[config.mk]
export PLATFORM = sky130hd
export DESIGN_NAME = mfw_rank_cell
export DESIGN_NICKNAME = d
export VERILOG_FILES = /design/src/hw/rtl/assert_macros.svh /design/src/hw/rtl/mfw_pkg.sv /design/src/hw/rtl/mfw_rank_cell.sv
export SDC_FILE = /design/constraint.sdc
export NUM_CORES = 1
export LEC_CHECK = 0
export BUFFER_PORTS_ARGS = -buffer_cell sky130_fd_sc_hd__buf_2
export CAP_MARGIN = 20
export CORE_AREA = 8 8 353 355
export CTS_CLUSTER_SIZE = 40
export DETAILED_ROUTE_END_ITERATION = 7
export DIE_AREA = 0 0 361 363
export PLACE_DENSITY = 0.45
export SLEW_MARGIN = 20
export SYNTH_ARGS = -nofsm -noshare
export SYNTH_HDL_FRONTEND = slang
export SYNTH_SLANG_ARGS = --single-unit
[constraint.sdc]
create_clock -name clk -period 2 [get_ports clk]
set_input_delay 0.4 -clock clk [delete_from_list [all_inputs] [get_ports clk]]
set_output_delay 0.4 -clock clk [all_outputs]
set_load 0.01 [all_outputs]
[src/hw/rtl/assert_macros.svh]
`ifndef ASSERT_MACROS_SVH
`define ASSERT_MACROS_SVH

// Both macros expect signals named clk and rst_n in the enclosing module.
`define MFW_ASSERT_IMPLY(name, cond, prop) \
    name: assert property (@(posedge clk) disable iff (!rst_n) (cond) |-> (prop)) \
        else $error("implication check failed");

`define MFW_ASSERT_NEXT(name, cond, prop) \
    name: assert property (@(posedge clk) disable iff (!rst_n) (cond) |=> (prop)) \
        else $error("next-cycle check failed");

`endif

[src/hw/rtl/mfw_pkg.sv]
package mfw_pkg;

    localparam int PIX_W  = 8;
    localparam int WIN    = 7;
    localparam int NELEM  = WIN * WIN;
    localparam int NBANK  = 8;
    localparam int BANK_W = 3;
    localparam int CNT_W  = 14;
    localparam int ROW_W  = 12;
    localparam int K_W    = 6;
    localparam int NCELL  = PIX_W;

    localparam logic OP_PIXEL = 1'b0;

    typedef logic [PIX_W-1:0] pix_t;
    typedef pix_t [WIN-1:0] column_t;

    typedef enum logic [1:0] {
        REG_WINDOW_SIZE  = 2'd0,
        REG_IMAGE_WIDTH  = 2'd1,
        REG_IMAGE_HEIGHT = 2'd2
    } cfg_reg_t;

    typedef struct packed {
        logic             valid;
        logic             clear;
        logic             emit;
        logic             colvalid;
        logic             last;
        logic [ROW_W-1:0] row;
    } fetch_t;

    typedef struct packed {
        logic               valid;
        logic               last;
        logic [K_W-1:0]     k;
        logic [NELEM-1:0]   mask;
        pix_t [NELEM-1:0]   vals;
        pix_t               res;
    } rank_bus_t;

endpackage

[src/hw/rtl/mfw_rank_cell.sv]
module mfw_rank_cell #(
    parameter int BIT = 7
) (
    input  logic               clk,
    input  logic               rst_n,
    input  logic               en,
    input  mfw_pkg::rank_bus_t din,
    output mfw_pkg::rank_bus_t dout
);
    import mfw_pkg::*;

    logic [K_W-1:0] cnt0;
    logic           sel;
    rank_bus_t      nxt;
    rank_bus_t      dout_reg;

    always_comb
    begin
        cnt0 = '0;
        for (int e = 0; e < NELEM; e++)
        begin
            cnt0 = cnt0 + K_W'(din.mask[e] && !din.vals[e][BIT]);
        end
        sel = (din.k >= cnt0);
        nxt = din;
        for (int e = 0; e < NELEM; e++)
        begin
            nxt.mask[e] = din.mask[e] && (din.vals[e][BIT] == sel);
        end
        nxt.k        = sel ? (din.k - cnt0) : din.k;
        nxt.res[BIT] = sel;
    end

    always_ff @(posedge clk or negedge rst_n)
    begin
        if (!rst_n)
        begin
            dout_reg <= '0;
        end
        else if (en)
        begin
            dout_reg <= nxt;
        end
    end

    assign dout = dout_reg;

endmodule

# [After elaboration in Yosys (flattened, before gate mapping)]
# Index checks and enable logic that the tools add are counted.
[op_classes] magnitude_cmp=1 mux=1 n_reduce_logical=147 add_sub_neg=49 eq_ne=49
[op_table] cell="6-bit by 1-bit adder with 6-bit output" n=43
[op_table] cell="1-bit logical AND" n=98
[op_table] cell="1-bit == test" n=49
[op_table] cell="1-bit logical NOT" n=49
[op_table] cell="5-bit by 1-bit adder with 6-bit output" n=1
[op_table] cell="6-bit >= comparator" n=1
[op_table] cell="6-bit two-way mux" n=1
[op_table] cell="6-bit subtractor" n=1
[op_table] cell="4-bit by 1-bit adder with 5-bit output" n=1
[op_table] cell="3-bit by 1-bit adder with 4-bit output" n=1
[op_table] cell="2-bit by 1-bit adder with 3-bit output" n=1
[op_table] cell="1-bit by 1-bit adder with 2-bit output" n=1
[totals] reg_bits=457 in_bits=460 output_inout_bits=457

# [Longest topological paths before layout]
[depth] depth_word=53 mapped_depth=27

# [Least setup slack after synthesis]
# OpenSTA, ideal clock, no wires.
[synth_timing] path_kind="input-to-reg" from="input din[151] (netlist bit)" to="register dout_reg, in the netlist dout[450]" required_ns=1.863 path_stages=25 setup_time_ns=0.137 t_arrival_ns=6.657 path_slack_ns=-4.794 path_cell_list="nand2b_1 -> fa_1 -> fa_1 -> inv_1 -> fa_1 -> inv_1 -> fa_1 -> fa_1 -> fa_1 -> inv_1 -> fa_1 -> fa_1 -> inv_1 -> fa_1 -> inv_1 -> a21o_1 -> a21oi_1 -> xor2_1 -> ha_1 -> nand4_1 -> o221ai_1 -> buf_4 -> buf_6 -> mux2i_1 -> a21oi_1"
[synth_via] elab_chain_cells=36
[synth_lines] element="from (decl)" line="mfw_rank_cell.sv:7" rtl="input mfw_pkg::rank_bus_t din,"
[synth_lines] element="1-bit logical NOT (*)" line="mfw_rank_cell.sv:22" rtl="cnt0 = cnt0 + K_W'(din.mask[e] && !din.vals[e][BIT]);"
[synth_lines] element="1-bit logical AND (*)" line="mfw_rank_cell.sv:22"
[synth_lines] element="6-bit by 1-bit adder with 6-bit output (*) (32 in a row)" line="mfw_rank_cell.sv:22"
[synth_lines] element="6-bit subtractor / 6-bit >= comparator (equally long branches)" line="mfw_rank_cell.sv:30, mfw_rank_cell.sv:24"
[synth_lines] element="6-bit two-way mux (*)" line="mfw_rank_cell.sv:30" rtl="nxt.k = sel ? (din.k - cnt0) : din.k;"
[synth_lines] element="to (signal assigned)" line="mfw_rank_cell.sv:42" rtl="dout_reg <= nxt;"
[synth_lines] element="to (decl)" line="mfw_rank_cell.sv:15" rtl="rank_bus_t dout_reg;"
# Mark *: on every way between the ends. The rest lies on a longest branch, timed or not.
# A chain may end at the register's enable or synchronous reset.

# [Worst setup path in the final report]
[layout_timing] from="input din[343] (netlist bit)" to="register dout_reg, in the netlist dout[449]"
[layout_via] elab_chain_cells=12
[layout_lines] element="1-bit logical NOT (*)" line="mfw_rank_cell.sv:22"
[layout_lines] element="1-bit logical AND (*)" line="mfw_rank_cell.sv:22"
[layout_lines] element="6-bit by 1-bit adder with 6-bit output (*) (8 in a row)" line="mfw_rank_cell.sv:22"
[layout_lines] element="6-bit subtractor / 6-bit >= comparator (equally long branches)" line="mfw_rank_cell.sv:30, mfw_rank_cell.sv:24"
[layout_lines] element="6-bit two-way mux (*)" line="mfw_rank_cell.sv:30"
# Marks and branches as above.

==> impl_metrics.toml <==
[yosys]
syn_area_per_cell_um2 = 14.5
share_of_synthesized_cell_area_in_and_or_nand_and_nor_gates_pct = 3.20
synth_flop_cell = "sky130_fd_sc_hd__dfrtp_1"
combinational_family_with_the_most_area_after_synthesis = "multiplexers"
yosysWarningCount = 0
post_synth_inst_count = 1322
synth_largest_type_area_fraction_pct = 59.6
synth_fa_ha_area_share_pct = 5.26
synth_enable_flop_cells = 0
synth.mux.area_fraction_pct = 23.8
synth_compound_area_share_pct = 1.98
synthTopCellsByArea = "sky130_fd_sc_hd__dfrtp_1, sky130_fd_sc_hd__mux2_1, sky130_fd_sc_hd__fa_1, sky130_fd_sc_hd__xnor2_1, sky130_fd_sc_hd__inv_1"
postSynth.asyncResetShare_pct = 100
sequential_fraction_of_the_synthesis_area_pct = 59.6
synth.lib_cells_used.distinct = 30
syn-num-nets = 1838
netlist_area_um2 = 19200
synth_area_leader_cell = "sky130_fd_sc_hd__dfrtp_1"
synth-seq-cells = 457
synth_xor_area_share_pct = 2.56

[routing]
final_routed_wirelength_mm = 87.1
dr.max_layer_used = "met5"
m1WireLength_mm = 34.2
wl_met2_mm = 42.2
firstDrtPassIters = 4
post_drt_wl_per_cell_um = 19.9
count_of_routing_violations_after_the_opening_detailed_route_iteration = 629
postRouteAntennaNets = 0
via_count_normalized_by_instance_count = 3.63
drc_markers = 0
met3RoutedLength_mm = 7.00
vias = 15905

[run]
drv_cap = 0

[finish]
layout.cell_area.non_filler_um2 = 33200
largest_register_ffs = 457
area.growth.synth_to_final_pct = 72.8
drive_above_1_share_pct = 43.5
final_common_cell = "sky130_fd_sc_hd__buf_2"
finalNetCount = 3295
final_cells = 4386
most-common-layout-cells = "sky130_fd_sc_hd__buf_2, sky130_fd_sc_hd__dfrtp_1, sky130_fd_sc_hd__mux2_1, sky130_fd_sc_hd__dlygate4sd3_1, sky130_fd_sc_hd__buf_4"

[hold_path]
worst_min_delay_path_category = "in -> reg"
timing.hold.worst_path_depth = 2

[outcome]
outcome = "complete, but fails checks"
violations = "setup timing"

[place]
globalplace.congestion = 0.808
place_area_um2 = 26800
place_worst_setup_slack_ps = -5140
numPlacedInstances = 3873
place_hpwl_mm = 70.0
port_buffers = 915

[critical_path]
timing.critical_path.arrival_ps = 6940
sum_of_buffers_and_inverters_on_the_critical_path = 8
critPathMostFrequentCell = "sky130_fd_sc_hd__fa_1"
crit_cells = 26
crit_path_top_delay_cell = "sky130_fd_sc_hd__fa_1"
ff2ff_setup_slack_ps = 1130
cp.required_ps = 2560
setup.worst_path.class = "in -> reg"
cpPeakStageDelay_ps = 560
worstRegToRegCells = 2
cp_top_family = "adder cells"
critical_path_capture_point_type = "flop"
critical_path_peak_fanout = 5
crit_path_start_kind = "primary input"

[clock_tree]
clockRootBuffer = "sky130_fd_sc_hd__clkbuf_16"
cts.clk_slew.worst_paths_ps = 60
worstSkewPairLatency_ps = 620
cts_made_buffers = 57
cts.sinks = 457
cts-root-to-sink-buffers = 3
tritoncts = "yes"
cts_htree_levels = 2

[global_route]
grt_first_pass_wirelength_mm = 125
total_grt_usage_pct = 12.7
first_global_vias = 18143
grt_start_max_net_pins = 44
sum_of_overflow_across_all_layers_after_global_routing = 0
antenna_found_initial = 19

[floorplanning]
die_height_um = 363
die_area_um2 = 131000
start_util_pct = 16.1
placement_rows = 127
core_um2 = 119000
die_x_um = 361
ios = 917

[sta]
worst_slew_margin_rel_pct = 62.8
rsz0062_at_grt = "yes"
whs_ps = 62.7
setup_viol_count_final = 56
hold_viol = 0
clock_skew_ps = 0
minimum_setup_slack_in_the_final_design_ps = -4380
final-max-slew-violation-count = 0
worst_slew_pin_slew_ps = 557
fmax_mhz = 157
post-route-min-period_ps = 6380
post-route-period-util_pct = 319

[power]
power.density_nw_per_um2 = 1430
power.static_leakage_nw = 15.7
ir_drop_uv = 1940
==> final cells by class <==
type                    count  area [um2]
well taps                1548        1940
inverters                 100         375
flip-flops and latches    457       11400
clock inverters            28         359
fillers                 12401       85900
diodes                     12        30.0
multi-input cells         702        7340
repair buffers           1461       10000
clock buffers              78        1660
==> final timing paths <==
check,from,end
max,din[343],dout[449]$_DFFE_PN0P_
max reg2reg,dout[439]$_DFFE_PN0P_,dout[439]$_DFFE_PN0P_
min in group asynchronous,rst_n,dout[306]$_DFFE_PN0P_
min,din[188],dout[188]$_DFFE_PN0P_
min reg2reg,dout[246]$_DFFE_PN0P_,dout[246]$_DFFE_PN0P_
max in group asynchronous,rst_n,dout[96]$_DFFE_PN0P_
==> cells by family after synthesis <==
| group | Yosys count |
|---|---|
| simple gates | 112 |
| buf+inv | 163 |
| xor+xnor | 56 |
| fa+ha+maj | 56 |
| mux | 406 |
| flops | 457 |
| compound gates | 72 |
==> synthesized netlist by cell type (2+ instances only) <==
library cell                 n
sky130_fd_sc_hd__buf_2      42
sky130_fd_sc_hd__inv_1     100
sky130_fd_sc_hd__nand2_1     4
sky130_fd_sc_hd__dfrtp_1   457
sky130_fd_sc_hd__fa_1       41
sky130_fd_sc_hd__xnor2_1    52
sky130_fd_sc_hd__clkbuf_1   14
sky130_fd_sc_hd__mux2i_1     3
sky130_fd_sc_hd__o21ai_0     2
sky130_fd_sc_hd__o21ai_1    50
sky130_fd_sc_hd__nor2b_1    23
sky130_fd_sc_hd__buf_1       3
sky130_fd_sc_hd__nor2_1      6
sky130_fd_sc_hd__mux2_1    402
sky130_fd_sc_hd__a21oi_1    12
sky130_fd_sc_hd__nand2b_1   27
sky130_fd_sc_hd__nand3_1    50
sky130_fd_sc_hd__a21o_1      2
sky130_fd_sc_hd__ha_1       15
sky130_fd_sc_hd__o22ai_1     2
sky130_fd_sc_hd__xor2_1      4
sky130_fd_sc_hd__buf_6       3
==> per-stage QoR <==
stage          util (%)  setup TNS, ps  power (mW)
3_5_place_dp       22.5        -285210        32.0
6_report           27.9        -242580        47.3
3_3_place_gp       22.5        -280550        32.1
5_1_grt            27.8        -255330        50.4
2_1_floorplan         -        -244870        24.4
4_1_cts            27.6        -241150        46.0
==> power breakdown <==
group	internal, mW	switching, mW	leakage, nW
Sequential	10.6	0.744	5.40
Combinational	13.3	11.7	9.28
Clock	6.58	4.37	0.994
Total	30.5	16.9	15.7
==> layer usage <==
layer  GRT usage (%)  up-vias
li1                -     7399
met2            21.8      565
met4            5.18       14
met1            14.6     7774
met3            4.31      153
met5               0        -
==> timing repair <==
item / 4_1_cts / 5_1_grt
resized for setup: 34 / 31
setup buffers: 6 / 3
pin swaps: 19 / 12
hold buffers: 382 / 0
endpoints found under the hold margin: 396 / 0
endpoints found under the setup margin: 57 / 57
gates cloned: 1 / 3
Note: power is estimated with default switching activity, not from simulation.
