<file path="src/hw/rtl/assert_macros.svh">
`ifndef ASSERT_MACROS_SVH
`define ASSERT_MACROS_SVH

// Both macros expect signals named clk and rst_n in the enclosing module.
`define MFW_ASSERT_IMPLY(name, cond, prop) \
    name: assert property (@(posedge clk) disable iff (!rst_n) (cond) |-> (prop)) \
        else $error("implication check failed");

`define MFW_ASSERT_NEXT(name, cond, prop) \
    name: assert property (@(posedge clk) disable iff (!rst_n) (cond) |=> (prop)) \
        else $error("next-cycle check failed");

`endif

</file>
<file path="src/hw/rtl/mfw_pkg.sv">
package mfw_pkg;

    localparam int PIX_W  = 8;
    localparam int WIN    = 7;
    localparam int NELEM  = WIN * WIN;
    localparam int NBANK  = 8;
    localparam int BANK_W = 3;
    localparam int CNT_W  = 14;
    localparam int ROW_W  = 12;
    localparam int K_W    = 6;
    localparam int NCELL  = PIX_W;

    localparam logic OP_PIXEL = 1'b0;

    typedef logic [PIX_W-1:0] pix_t;
    typedef pix_t [WIN-1:0] column_t;

    typedef enum logic [1:0] {
        REG_WINDOW_SIZE  = 2'd0,
        REG_IMAGE_WIDTH  = 2'd1,
        REG_IMAGE_HEIGHT = 2'd2
    } cfg_reg_t;

    typedef struct packed {
        logic             valid;
        logic             clear;
        logic             emit;
        logic             colvalid;
        logic             last;
        logic [ROW_W-1:0] row;
    } fetch_t;

    typedef struct packed {
        logic               valid;
        logic               last;
        logic [K_W-1:0]     k;
        logic [NELEM-1:0]   mask;
        pix_t [NELEM-1:0]   vals;
        pix_t               res;
    } rank_bus_t;

endpackage

</file>
<file path="src/hw/rtl/mfw_window.sv">
module mfw_window (
    input  logic                               clk,
    input  logic                               rst_n,
    input  logic                               en,
    input  mfw_pkg::fetch_t                    fetch,
    input  mfw_pkg::pix_t [mfw_pkg::NBANK-1:0] rd_data,
    input  logic [2:0]                         n_eff,
    input  logic [2:0]                         half,
    input  logic [mfw_pkg::CNT_W-1:0]          h_eff,
    output mfw_pkg::rank_bus_t                 bus
);
    import mfw_pkg::*;

    column_t            win_reg  [WIN];
    column_t            win_next [WIN];
    column_t            col_new;
    logic [WIN-1:0]     colv_reg;
    logic [WIN-1:0]     colv_next;
    logic [WIN-1:0]     colmask;
    logic [WIN-1:0]     rowmask;
    logic [BANK_W-1:0]  bank_idx [WIN];
    logic [CNT_W-1:0]   rsum [WIN];
    logic [2:0]         ncol;
    logic [2:0]         nrow;
    logic [K_W-1:0]     prod;
    rank_bus_t          bus_next;
    rank_bus_t          bus_reg;

    always_comb
    begin
        for (int a = 0; a < WIN; a++)
        begin
            bank_idx[a] = BANK_W'(fetch.row[BANK_W-1:0] - BANK_W'(half) + BANK_W'(a));
            col_new[a]  = rd_data[bank_idx[a]];
            rsum[a]     = CNT_W'(fetch.row) + CNT_W'(a);
            rowmask[a]  = (3'(a) < n_eff) && (rsum[a] >= CNT_W'(half))
                          && ((rsum[a] - CNT_W'(half)) < h_eff);
        end
        for (int j = 0; j < WIN - 1; j++)
        begin
            win_next[j]  = win_reg[j+1];
            colv_next[j] = !fetch.clear && colv_reg[j+1];
        end
        win_next[WIN-1]  = col_new;
        colv_next[WIN-1] = fetch.colvalid;
        ncol = '0;
        nrow = '0;
        for (int j = 0; j < WIN; j++)
        begin
            colmask[j] = colv_next[j] && (3'(j) >= (3'(WIN) - n_eff));
            ncol       = ncol + 3'(colmask[j]);
            nrow       = nrow + 3'(rowmask[j]);
        end
        prod = K_W'(ncol) * K_W'(nrow);
        bus_next       = '0;
        bus_next.valid = fetch.valid && fetch.emit;
        bus_next.last  = fetch.last;
        bus_next.k     = prod >> 1;
        for (int j = 0; j < WIN; j++)
        begin
            for (int a = 0; a < WIN; a++)
            begin
                bus_next.mask[j*WIN+a] = colmask[j] && rowmask[a];
                bus_next.vals[j*WIN+a] = win_next[j][a];
            end
        end
    end

    always_ff @(posedge clk)
    begin
        if (en && fetch.valid)
        begin
            for (int j = 0; j < WIN; j++)
            begin
                win_reg[j] <= win_next[j];
            end
        end
    end

    always_ff @(posedge clk or negedge rst_n)
    begin
        if (!rst_n)
        begin
            colv_reg <= '0;
            bus_reg  <= '0;
        end
        else if (en)
        begin
            if (fetch.valid)
            begin
                colv_reg <= colv_next;
            end
            bus_reg <= bus_next;
        end
    end

    assign bus = bus_reg;

endmodule

</file>
<file path="config.mk">
export PLATFORM = sky130hd
export DESIGN_NAME = mfw_window
export DESIGN_NICKNAME = d
export VERILOG_FILES = /design/src/hw/rtl/assert_macros.svh /design/src/hw/rtl/mfw_pkg.sv /design/src/hw/rtl/mfw_window.sv
export SDC_FILE = /design/constraint.sdc
export NUM_CORES = 1
export LEC_CHECK = 0
export BUFFER_PORTS_ARGS = -buffer_cell sky130_fd_sc_hd__buf_4
export CORE_UTILIZATION = 30
export CTS_CLUSTER_SIZE = 25
export DETAILED_ROUTE_END_ITERATION = 16
export GPL_TIMING_DRIVEN = 0
export SETUP_SLACK_MARGIN = 0.4
export SLEW_MARGIN = 10
export SYNTH_ARGS = -nofsm -noshare
export SYNTH_HDL_FRONTEND = slang
export SYNTH_SLANG_ARGS = --single-unit
</file>
<file path="constraint.sdc">
create_clock -name clk -period 4.95 [get_ports clk]
set_input_delay 0.2475 -clock clk [delete_from_list [all_inputs] [get_ports clk]]
set_output_delay 0.2475 -clock clk [all_outputs]
set_load 0.05 [all_outputs]
</file>
Yosys cells after proc, flatten, opt, wreduce, memory -nomap -nowiden. Memory sizes are Yosys's and may differ from the RTL's. Index checks and enable logic that the tools add are counted. W data, S select, Z words.

Bits in registers: 455. RAM bits: 392. Input bits: 104. Output and inout bits: 457. Logic and storage cells: 220. Memories: 1.

Memory list: win_reg (words 7, width 56, read ports 6, clocked after Yosys merged registers in 0, write ports 7, line mfw_window.sv:14) `column_t win_reg [WIN];`.

Add/subtract/negate cells: 33. Multipliers: 1. Order comparisons: 35. Multiplexer cells: 16. Reductions and logical operators: 80.

Operators with widths (count): $bmux W8 S3 (7); $lt A14 B14 Y1 (7); $sub A13 B3 Y14 (6); $ge A13 B3 Y1 (6); $logic_and A1 B1 Y1 (78); $mux W8 (7); $add A12 B3 Y13 const B (3); $lt A3 B4 Y1 const B (7); $add A12 B2 Y13 const B (2); $add A3 B1 Y3 (8); $add A12 B1 Y13 const B (1); $sub A12 B3 Y13 (1); $ge A12 B3 Y1 (1); $add A3 B3 Y3 const B (3); $ge A3 B3 Y1 const A (3); $lt A3 B3 Y1 const A (3); $add A2 B1 Y3 (2); $add A3 B2 Y3 const B (2); $ge A1 B3 Y1 const A (2); $ge A2 B3 Y1 const A (2); $lt A1 B3 Y1 const A (2); $lt A2 B3 Y1 const A (2); $mul A3 B3 Y6 (1); $add A1 B1 Y2 (2); other kinds (6) (7).

Longest topological paths before layout. Gate-level depths: netlist of the first run.

Depth after elaboration: 11. Mapped depth: 27. Gate-level depth less buffers: 26.

Least setup slack after synthesis of the first run. Ideal clock, no wire load.

Path type: input -> register. Start: in en. End: reg bus_reg, in the netlist bus[456]. Setup time: 111 ps. Arrival: 7973 ps. Required time: 4839 ps. Setup slack: -3135 ps. Stages: 5. Path buffers: 2. Cells stage by stage: clkbuf_1 clkbuf_1 nand2_1 inv_1 a22o_1.

RTL lines: start, declared (line mfw_window.sv:4) `input logic en,`; end signal, assigned (line mfw_window.sv:93) `bus_reg <= bus_next;`; end, declared (line mfw_window.sv:27) `rank_bus_t bus_reg;`.

==> summary.md, run 1 <==
| Metric | Value |
|---|---|
| RSZ-0062 raised after global routing | yes |
| First-pass GRT wire length | 161 mm |
| Failing checks | setup timing |
| Die H | 343 µm |
| Fin nets | 3,315 |
| Seq/Total Area, Yosys | 61.5% |
| Die area | 118,000 µm² |
| Yosys reg bits | 790 |
| Status | finished with violations |
| Final GP Congestion | 0.925 |
| Post-Synthesis Cells | 2,394 |
| # DRC | 0 |
| Effective utilization at floorplan | 30.4% |
| Worst Skew | 0.0368 ns |
| Vias per cell | 4.81 |
| Number of synthesized flops with an enable pin | 336 |
| Io pins | 561 |
| Kind of critical path | input pin to flop |
| Most frequent cells in the layout | buf_4 (585), dfrtp_1 (454), mux2_2 (395) |
| YS warnings | 0 |
| Synth-to-Final Area Change | 28.1% |
| CTS root buf | clkbuf_16 |
| Tcrit/Tclk final | 128% |
| CORE AREA | 115,000 µm² |
| FP Rows | 124 |
| Largest register FFs | 448 |
| Gr ovfl total | 0 |
| Worst Setup Slack, final | -1.37 ns |
| Chip Width | 343 µm |
| Slowest Stage Delay on Critical Path | 0.55 ns |
| # port buffers | 547 |
| Commonest non-fill, non-tap cell in the layout | buf_4 |
| Setup TNS | -5.60 ns |
| Hold Fails Final Rpt | 0 |
| Worst slew margin | 20.4% |
| Cell area after placement | 41,500 µm² |
| Synth Cell Area | 34,900 µm² |
| PwrDens | 428 nW/µm² |
| Via count | 22,400 |
| Worst skew pair latency | 0.66 ns |
| Buf/Inv on CP | 6 |
| Clk sinks | 790 |
| Initial antenna violation count | 12 |
| Slowest-stage cell, CP | or4_4 |
| Final WL | 115 mm |
| Critical path arrival | 6.86 ns |
| Post-synth top flop | dfrtp_1 |
| Avg Cell Area, Syn | 14.6 µm² |
| Synth unique cells | 84 |
| Routed WL per cell | 24.6 µm |
| Largest net degree at the start of global routing | 87 |
| Critical path endpoint category | flop |
| Final Critical Period | 6.32 ns |
| Critical path's top delay family | adder cells |
| CTS tree | done |
| CP Data Required Time | 5.49 ns |
| Max-Cap Viols | 0 |
| Clk pin slew, worst setup/hold paths | 0.06 ns |
| CP max FO | 6 |
| Vias in the first global route | 22,400 |
| Peak VDD IR | 0.000272 V |
| Tot GR Track Use | 19.0% |
| Bufs on Longest Clock Path | 3 |
| Post-route ant nets | 0 |
| Async S/R FF share, synth | 57.5% |
| Cells after DPL | 4,477 |
| Fin. max-slew vios | 0 |
| Setup Viol. Count Final | 5 |
| Post-DP HPWL | 89.6 mm |
| Design area | 44,700 µm² |
| H-tree depth | 3 |
| Max Clock Freq | 158 MHz |
| Share of layout cells above drive strength 1 | 41.3% |
| CTS buffer count | 80 |
| Worst-margin pin slew | 1.19 ns |
| Non-filler cells, final | 4,660 |
| Starting DRT DRC Count | 1,556 |
| Worst Setup Start Kind | input pin |
| DR pass1 iterations | 7 |
| Total power | 19.1 mW |
| Static leakage | 18.1 nW |
| Hold Path Class | input pin to flop |
[kinds of logic (layout without fill, tap and decap cells)]
kind of cell / after synthesis / in the layout / share of synthesized area, %
mux: 464 / 464 / 17.0
buf+inv: 186 / 930 / 2.25
xor+xnor: 118 / 118 / 3.03
flops: 790 / 790 / 61.5
other cells: 1 / 11 / 0.0107
fa+ha+maj: 132 / 132 / 5.03
simple gates: 489 / 489 / 6.69
compound gates: 214 / 214 / 4.48
[metal layers]
layer / vias to the layer above / routed length [µm] / part of all wire, % / track usage (%)
met5: - / 40 / 0.035 / 0
met1: 11500 / 51300 / 45 / 26.2
met2: 659 / 54200 / 47 / 30.6
li1: 10200 / - / - / -
met3: 123 / 6320 / 5.5 / 3.49
met4: 6 / 2640 / 2.3 / 5.45
[worst min-delay path: cells and delay by family]
family,cells,cell delay [ns]
buf+inv,2,0.30
simple gates,1,0.11
compound gates,1,0.08
[metrics by stage]
step / hold slack (ns) / worst slack, ns / utilization, %
after global placement: 0.423 / -4.90 / 35.8
after global routing: 0.118 / -1.53 / 38.9
after detailed placement: 0.270 / -2.55 / 36.1
after floorplan: -0.0481 / -1.71 / -
final: 0.119 / -1.37 / 38.9
after CTS: 0.104 / -1.32 / 38.8
[cell usage after synthesis, drive strengths merged (14+ instances only)]
library cell | instances | area share (%)
buf | 47 | 0.75
nand2 | 71 | 0.76
or2 | 15 | 0.27
o2bb2ai | 17 | 0.43
mux2 | 397 | 13
mux4 | 64 | 4.1
a21o | 30 | 0.65
a21oi | 35 | 0.51
xor2 | 38 | 0.95
inv | 65 | 0.70
o21ai | 33 | 0.47
clkbuf | 73 | 0.79
nand3 | 28 | 0.42
ha | 118 | 4.2
nor2 | 237 | 2.5
nand4 | 26 | 0.50
edfxtp | 336 | 29
nor3 | 28 | 0.48
fa | 14 | 0.80
o32ai | 22 | 0.55
dfrtp | 454 | 33
xnor2 | 80 | 2.1
[power breakdown]
group	total, mW	internal, mW	switching, mW
Combinational	5.16	1.63	3.52
Sequential	7.82	7.50	0.323
Clock	6.14	3.51	2.63
Total	19.1	12.6	6.48
[repair_timing]
action / 4_1_cts / 5_1_grt
endpoints found under the hold margin: 81 / 0
endpoints found under the setup margin: 5 / 5
pin swaps: 15 / 14
hold buffers: 6 / 0
resized for setup: 33 / 19
setup buffers: 20 / 6
[path summary, 6_finish.rpt]
path	to	start	slack (ns)	cells past startpoint
max in group asynchronous	bus[335]	rst_n	2.68	6
min reg2reg	win_reg[1][7]	win_reg[2][7]	0.43	0
min in group asynchronous	bus[46]	rst_n	0.15	2
min	bus[445]	n_eff[2]	0.12	4
max	bus[451]	fetch[1]	-1.37	27
max reg2reg	bus[451]	colv_reg[1]	0.53	12
[area by class of cell]
type	instances	area, µm²
Sequential cell	790	21500
Timing Repair Buffer	595	4770
Clock inverter	32	399
Fill cell	11000	70100
Buffer	120	602
Tap cell	1512	1890
Clock buffer	117	2270
Multi-Input combinational cell	1426	13000
Antenna cell	2	5.00
Inverter	66	272
Note: power is estimated with default switching activity, not from simulation.
==> inputs of run 2 (changes only) <==
- REMOVE_ABC_BUFFERS: default -> 1
==> run 2 against run 1 <==
  * The run still ends with setup timing left
  * Critical path depth decreased by 3
  * Non-clock buffer count decreased by 87
  * Setup slack got worse by 0.072 ns
  * Sequential share of layout area decreased by 0.27 points
  * Count of clock-buffer cells in the layout increased by 9
  * Flip-flop and latch count unchanged
  * Utilization increased by 0.22 points
  * Critical endpoint unchanged
  * Highest routed layer unchanged
==> summary.md, run 2 (synthesized netlist as in run 1, its figures left out) <==
| Metric | Value |
|---|---|
| CTS buffer count | 87 |
| Post-DP HPWL | 71.6 mm |
| Peak VDD IR | 0.000304 V |
| Clk pin slew, worst setup/hold paths | 0.06 ns |
| Worst Skew | 0.0331 ns |
| CP max FO | 5 |
| Io pins | 561 |
| Worst hold margin | 0.103 ns |
| PwrDens | 430 nW/µm² |
| Design area | 44,900 µm² |
| Routed WL per cell | 21.5 µm |
| Met3 wire length | 7.44 mm |
| Die H | 343 µm |
| Die area | 118,000 µm² |
| Max-Cap Viols | 0 |
| Fin. max-slew vios | 0 |
| Setup TNS | -5.76 ns |
| Tot GR Track Use | 16.3% |
| DR pass1 iterations | 5 |
| Cell area after placement | 41,000 µm² |
| Critical path endpoint category | flop |
| FP Rows | 124 |
| Failing checks | setup timing |
| CTS tree | done |
| Post-route ant nets | 0 |
| Highest routed layer | met5 |
| CP Data Required Time | 5.48 ns |
| Largest register FFs | 448 |
| Largest net degree at the start of global routing | 108 |
| Max Clock Freq | 156 MHz |
| Final Core Density | 39.1% |
| Effective utilization at floorplan | 30.4% |
| Vias in the first global route | 21,900 |
| CORE AREA | 115,000 µm² |
| Total power | 19.3 mW |
| Initial antenna violation count | 7 |
| Gr ovfl total | 0 |
| RSZ-0062 raised after global routing | yes |
| Worst-margin pin slew | 0.851 ns |
| Worst Setup Slack, final | -1.44 ns |
| First-pass GRT wire length | 144 mm |
| Chip Width | 343 µm |
| Fin nets | 3,235 |
| Final WL | 98.6 mm |
| Kind of critical path | input pin to flop |
| Setup Viol. Count Final | 5 |
| Worst Setup Start Kind | input pin |
| Tcrit/Tclk final | 129% |
| Synth-to-Final Area Change | 28.8% |
| Worst slew margin | 42.9% |
| Most frequent cells in the layout | buf_4 (593), dfrtp_1 (454), mux2_2 (394) |
| Bufs on Longest Clock Path | 3 |
| Final GP Congestion | 0.858 |
| H-tree depth | 3 |
| Static leakage | 18.1 nW |
| Final Critical Period | 6.39 ns |
| Share of layout cells above drive strength 1 | 42.8% |
| Hold Fails Final Rpt | 0 |
| Commonest non-fill, non-tap cell in the layout | buf_4 |
| Worst skew pair latency | 0.68 ns |
| # port buffers | 551 |
| Routed met1 length | 42.6 mm |
| CTS root buf | clkbuf_16 |
| Hold Path Class | input pin to flop |
| Met2 wire length | 46.7 mm |
| Status | finished with violations |
| Fillers | 10,800 |
| Critical path arrival | 6.93 ns |
| Clk sinks | 790 |
| Via count | 21,900 |
| # DRC | 0 |
| Starting DRT DRC Count | 1,377 |
| Vias per cell | 4.77 |
## run 2: worst max-delay path: stages
cell and delay [ns]:
buf_16 0.10, clkinvlp_4 0.15, ha_4 0.32, o21ba_4 0.16, o21ai_4 0.08, or3_4 0.40, or3_4 0.37, xnor2_1 0.14
ha_1 0.33, nand4_1 0.12, nor3_1 0.06, or4_1 0.49, a311oi_2 0.28, o41ai_2 0.14, buf_4 0.16, fa_1 0.54
fa_1 0.44, fa_2 0.38, fa_1 0.56, nor2_2 0.06, fa_2 0.56, ha_4 0.14, fa_2 0.43, mux2_4 0.26
## run 2: final timing paths
check	startpoint	slack, ns	depth (start not counted)	end
worst max-delay path	fetch[1]	-1.44	24	bus[451]
worst min-delay path	en	0.10	2	bus[129]
worst max register to register	colv_reg[1]	0.44	12	bus[451]
worst min register to register	win_reg[2][8]	0.42	0	win_reg[1][8]
max in group asynchronous	rst_n	3.29	5	bus[446]
min in group asynchronous	rst_n	0.17	3	bus[199]
## run 2: routing by layer
layer,vias up,global-route usage [%]
met2,674,26.2
met3,126,4.48
met5,-,0
met1,11000,21.6
met4,6,4.18
li1,10000,-
## run 2: cell type report
cell class / instances / area, µm² / area share (%)
Sequential cell: 790 / 21500 / 47.7
Multi-Input combinational cell: 1426 / 13200 / 29.4
Timing Repair Buffer: 628 / 5130 / 11.4
Clock buffer: 126 / 2430 / 5.42
Tap cell: 1512 / 1890 / 4.21
Clock inverter: 37 / 546 / 1.21
Inverter: 66 / 279 / 0.621
Antenna cell: 1 / 2.50 / 0.00557
## run 2: report_power, final
part / switching, mW / leakage, nW / internal (mW)
clock: 2.78 / 1.42 / 3.85
combinational: 3.20 / 8.18 / 1.66
sequential: 0.325 / 8.54 / 7.50
## run 2: what timing repair did
action | 4_1_cts | 5_1_grt
hold buffers | 6 | 0
setup endpoints to repair | 5 | 5
resized for setup | 63 | 35
buffers inserted | 28 | 21
pin swaps | 35 | 23
endpoints found under the hold margin | 307 | 0
## run 2: through the flow
step / setup slack [ns] / cells
after detailed placement: -3.03 / 4367
after global routing: -1.57 / 4585
final: -1.44 / 4586
after floorplan: -2.67 / 2282
after CTS: -1.35 / 4564
after global placement: -13.00 / 4345
==> inputs of run 3 (changes only) <==
- RECOVER_POWER: default -> 50
==> run 3 against run 2 <==
  * The flow finishes with violations (capacitance limit, slew limit, setup timing)
  * Hold slack got worse by 0.016 ns
  * Fmax decreased by 0.18%
  * Global-route usage unchanged
  * First-iteration DRC count increased by 0.87%
  * Die area unchanged
  * Register-to-register slack about the same
  * Design area decreased by 1.2%
  * Clock power about the same
  * Clock skew increased by 0.0019 ns
  * Total power decreased by 0.39%
  * Critical endpoint unchanged
  * Largest cell class unchanged
  * Largest power group unchanged
==> summary.md, run 3 (synthesized netlist as in run 1, its figures left out) <==
| Metric | Value |
|---|---|
| Bufs on Longest Clock Path | 3 |
| Gr ovfl total | 0 |
| Vias in the first global route | 21,900 |
| Fin. max-slew vios | 571 |
| Static leakage | 17.7 nW |
| Routed WL per cell | 21.5 µm |
| RSZ-0062 raised after global routing | yes |
| Peak VDD IR | 0.000302 V |
| Clk sinks | 790 |
| CP Launch Point | fetch[1] |
| Max-Cap Viols | 6 |
| Starting DRT DRC Count | 1,389 |
| Synth-to-Final Area Change | 27.2% |
| Hold Fails Final Rpt | 0 |
| Cell area after placement | 41,000 µm² |
| R2r startpoint | colv_reg[1] |
| R2R Setup Slk | 0.44 ns |
| Crit path to | bus[451] |
| First-pass GRT wire length | 144 mm |
| CTS buffer count | 87 |
| FP Rows | 124 |
| Status | finished with violations |
| DR pass1 iterations | 5 |
| Setup Viol. Count Final | 29 |
| Tot GR Track Use | 16.3% |
| Worst Setup Start Kind | input pin |
| Vias per cell | 4.78 |
| Worst Setup Slack, final | -1.45 ns |
| Die H | 343 µm |
| Worst-margin pin slew | 4.21 ns |
| Post-route ant nets | 0 |
| Non-filler cells, final | 4,587 |
| Final WL | 98.7 mm |
| Worst skew pair latency | 0.69 ns |
| Hold Path Class | input pin to flop |
| CP Data Required Time | 5.48 ns |
| Io pins | 561 |
| FF-to-FF path depth | 12 |
| Reg area | 21,500 µm² |
| Largest register FFs | 448 |
| # DRC | 0 |
| Design area | 44,400 µm² |
| Effective utilization at floorplan | 30.4% |
| Fillers | 11,000 |
| Multi-input logic area | 13,200 µm² |
| Worst hold margin | 0.0876 ns |
| CP max FO | 5 |
| Worst slack at placement | -3.03 ns |
| Tcrit/Tclk final | 129% |
| Chip Width | 343 µm |
| Most frequent cells in the layout | buf_4 (492), dfrtp_1 (454), mux2_2 (394) |
| CTS root buf | clkbuf_16 |
| CTS tree | done |
| Worst slew margin | -181% |
| Critical path arrival | 6.93 ns |
| Final GP Congestion | 0.858 |
| # port buffers | 551 |
| Commonest non-fill, non-tap cell in the layout | buf_4 |
| CORE AREA | 115,000 µm² |
| Fin nets | 3,235 |
| Final Critical Period | 6.40 ns |
| Reg-to-Reg End | bus[451] |
| H-tree depth | 3 |
| Kind of critical path | input pin to flop |
| Failing checks | capacitance limit, slew limit, setup timing |
| Die area | 118,000 µm² |
| Critical path endpoint category | flop |
| Post-DP HPWL | 71.6 mm |
| Cells after DPL | 4,367 |
| Worst Skew | 0.0351 ns |
| Share of layout cells above drive strength 1 | 39.5% |
| Clk pin slew, worst setup/hold paths | 0.06 ns |
| Via count | 21,900 |
| Initial antenna violation count | 7 |
| Largest net degree at the start of global routing | 108 |
| Max Clock Freq | 156 MHz |
| PwrDens | 433 nW/µm² |
[run 3: changes by cell type in the layout (fill, tap and decap cells not counted), sizes merged]
cell	change
buf	-109
clkbuf	+109
diode	+1
[run 3: worst min path at each step]
stage,from,to,slack [ns],depth (start not counted)
after floorplan,rst_n,bus[100],-0.05,0
after global placement,win_reg[3][14],win_reg[2][14],0.42,0
after detailed placement,rst_n,bus[31],0.11,1
after CTS,en,bus[382],0.04,3
after global routing,en,bus[113],0.07,2
final,en,bus[129],0.09,2
[run 3: layout make-up]
| cell class | instances | share of cell area [%] |
|---|---|---|
| Antenna cell | 2 | 0.0113 |
| Clock buffer | 126 | 5.48 |
| Clock inverter | 37 | 1.23 |
| Inverter | 66 | 0.629 |
| Multi-Input combinational cell | 1426 | 29.7 |
| Sequential cell | 790 | 48.3 |
| Tap cell | 1512 | 4.26 |
| Timing Repair Buffer | 628 | 10.3 |
[run 3: power breakdown]
group | switching, mW | internal, mW
clock network | 2.78 | 3.85
registers | 0.323 | 7.50
logic | 3.19 | 1.59
total | 6.30 | 12.9
[run 3: metrics by stage]
stage | utilization (%) | power, mW | TNS [ns]
after floorplan | - | 10.9 | -907.24
after global placement | 35.2 | 12.7 | -5926.35
after detailed placement | 35.7 | 12.8 | -13.59
after CTS | 38.8 | 19.5 | -5.41
after global routing | 38.7 | 20.1 | -23.67
final | 38.7 | 19.2 | -12.83
[run 3: timing repair]
action	in CTS	in global routing
setup endpoints to repair	5	5
gates cloned	0	0
hold buffers	6	0
pin swaps	35	23
setup buffers	28	21
endpoints found under the hold margin	307	0
resized for setup	63	35
[run 3: worst max-delay path, cell delays in order]
cell and delay, ns:
buf_16 0.10, clkinvlp_4 0.16, ha_4 0.32, o21ba_4 0.16, o21ai_4 0.08, or3_4 0.40
or3_4 0.37, xnor2_1 0.14, ha_1 0.33, nand4_1 0.12, nor3_1 0.06, or4_1 0.49
a311oi_2 0.28, o41ai_2 0.14, buf_4 0.16, fa_1 0.54, fa_1 0.45, fa_2 0.38
fa_1 0.56, nor2_2 0.06, fa_2 0.56, ha_4 0.14, fa_2 0.43, mux2_4 0.26
[run 3: per-layer routing]
metal / track usage [%] / share of wire [%] / vias up
li1: - / - / 10000
met1: 21.6 / 43 / 11100
met2: 26.2 / 47 / 680
met3: 4.48 / 7.5 / 133
met4: 4.18 / 1.9 / 6
met5: 0 / 0.041 / -
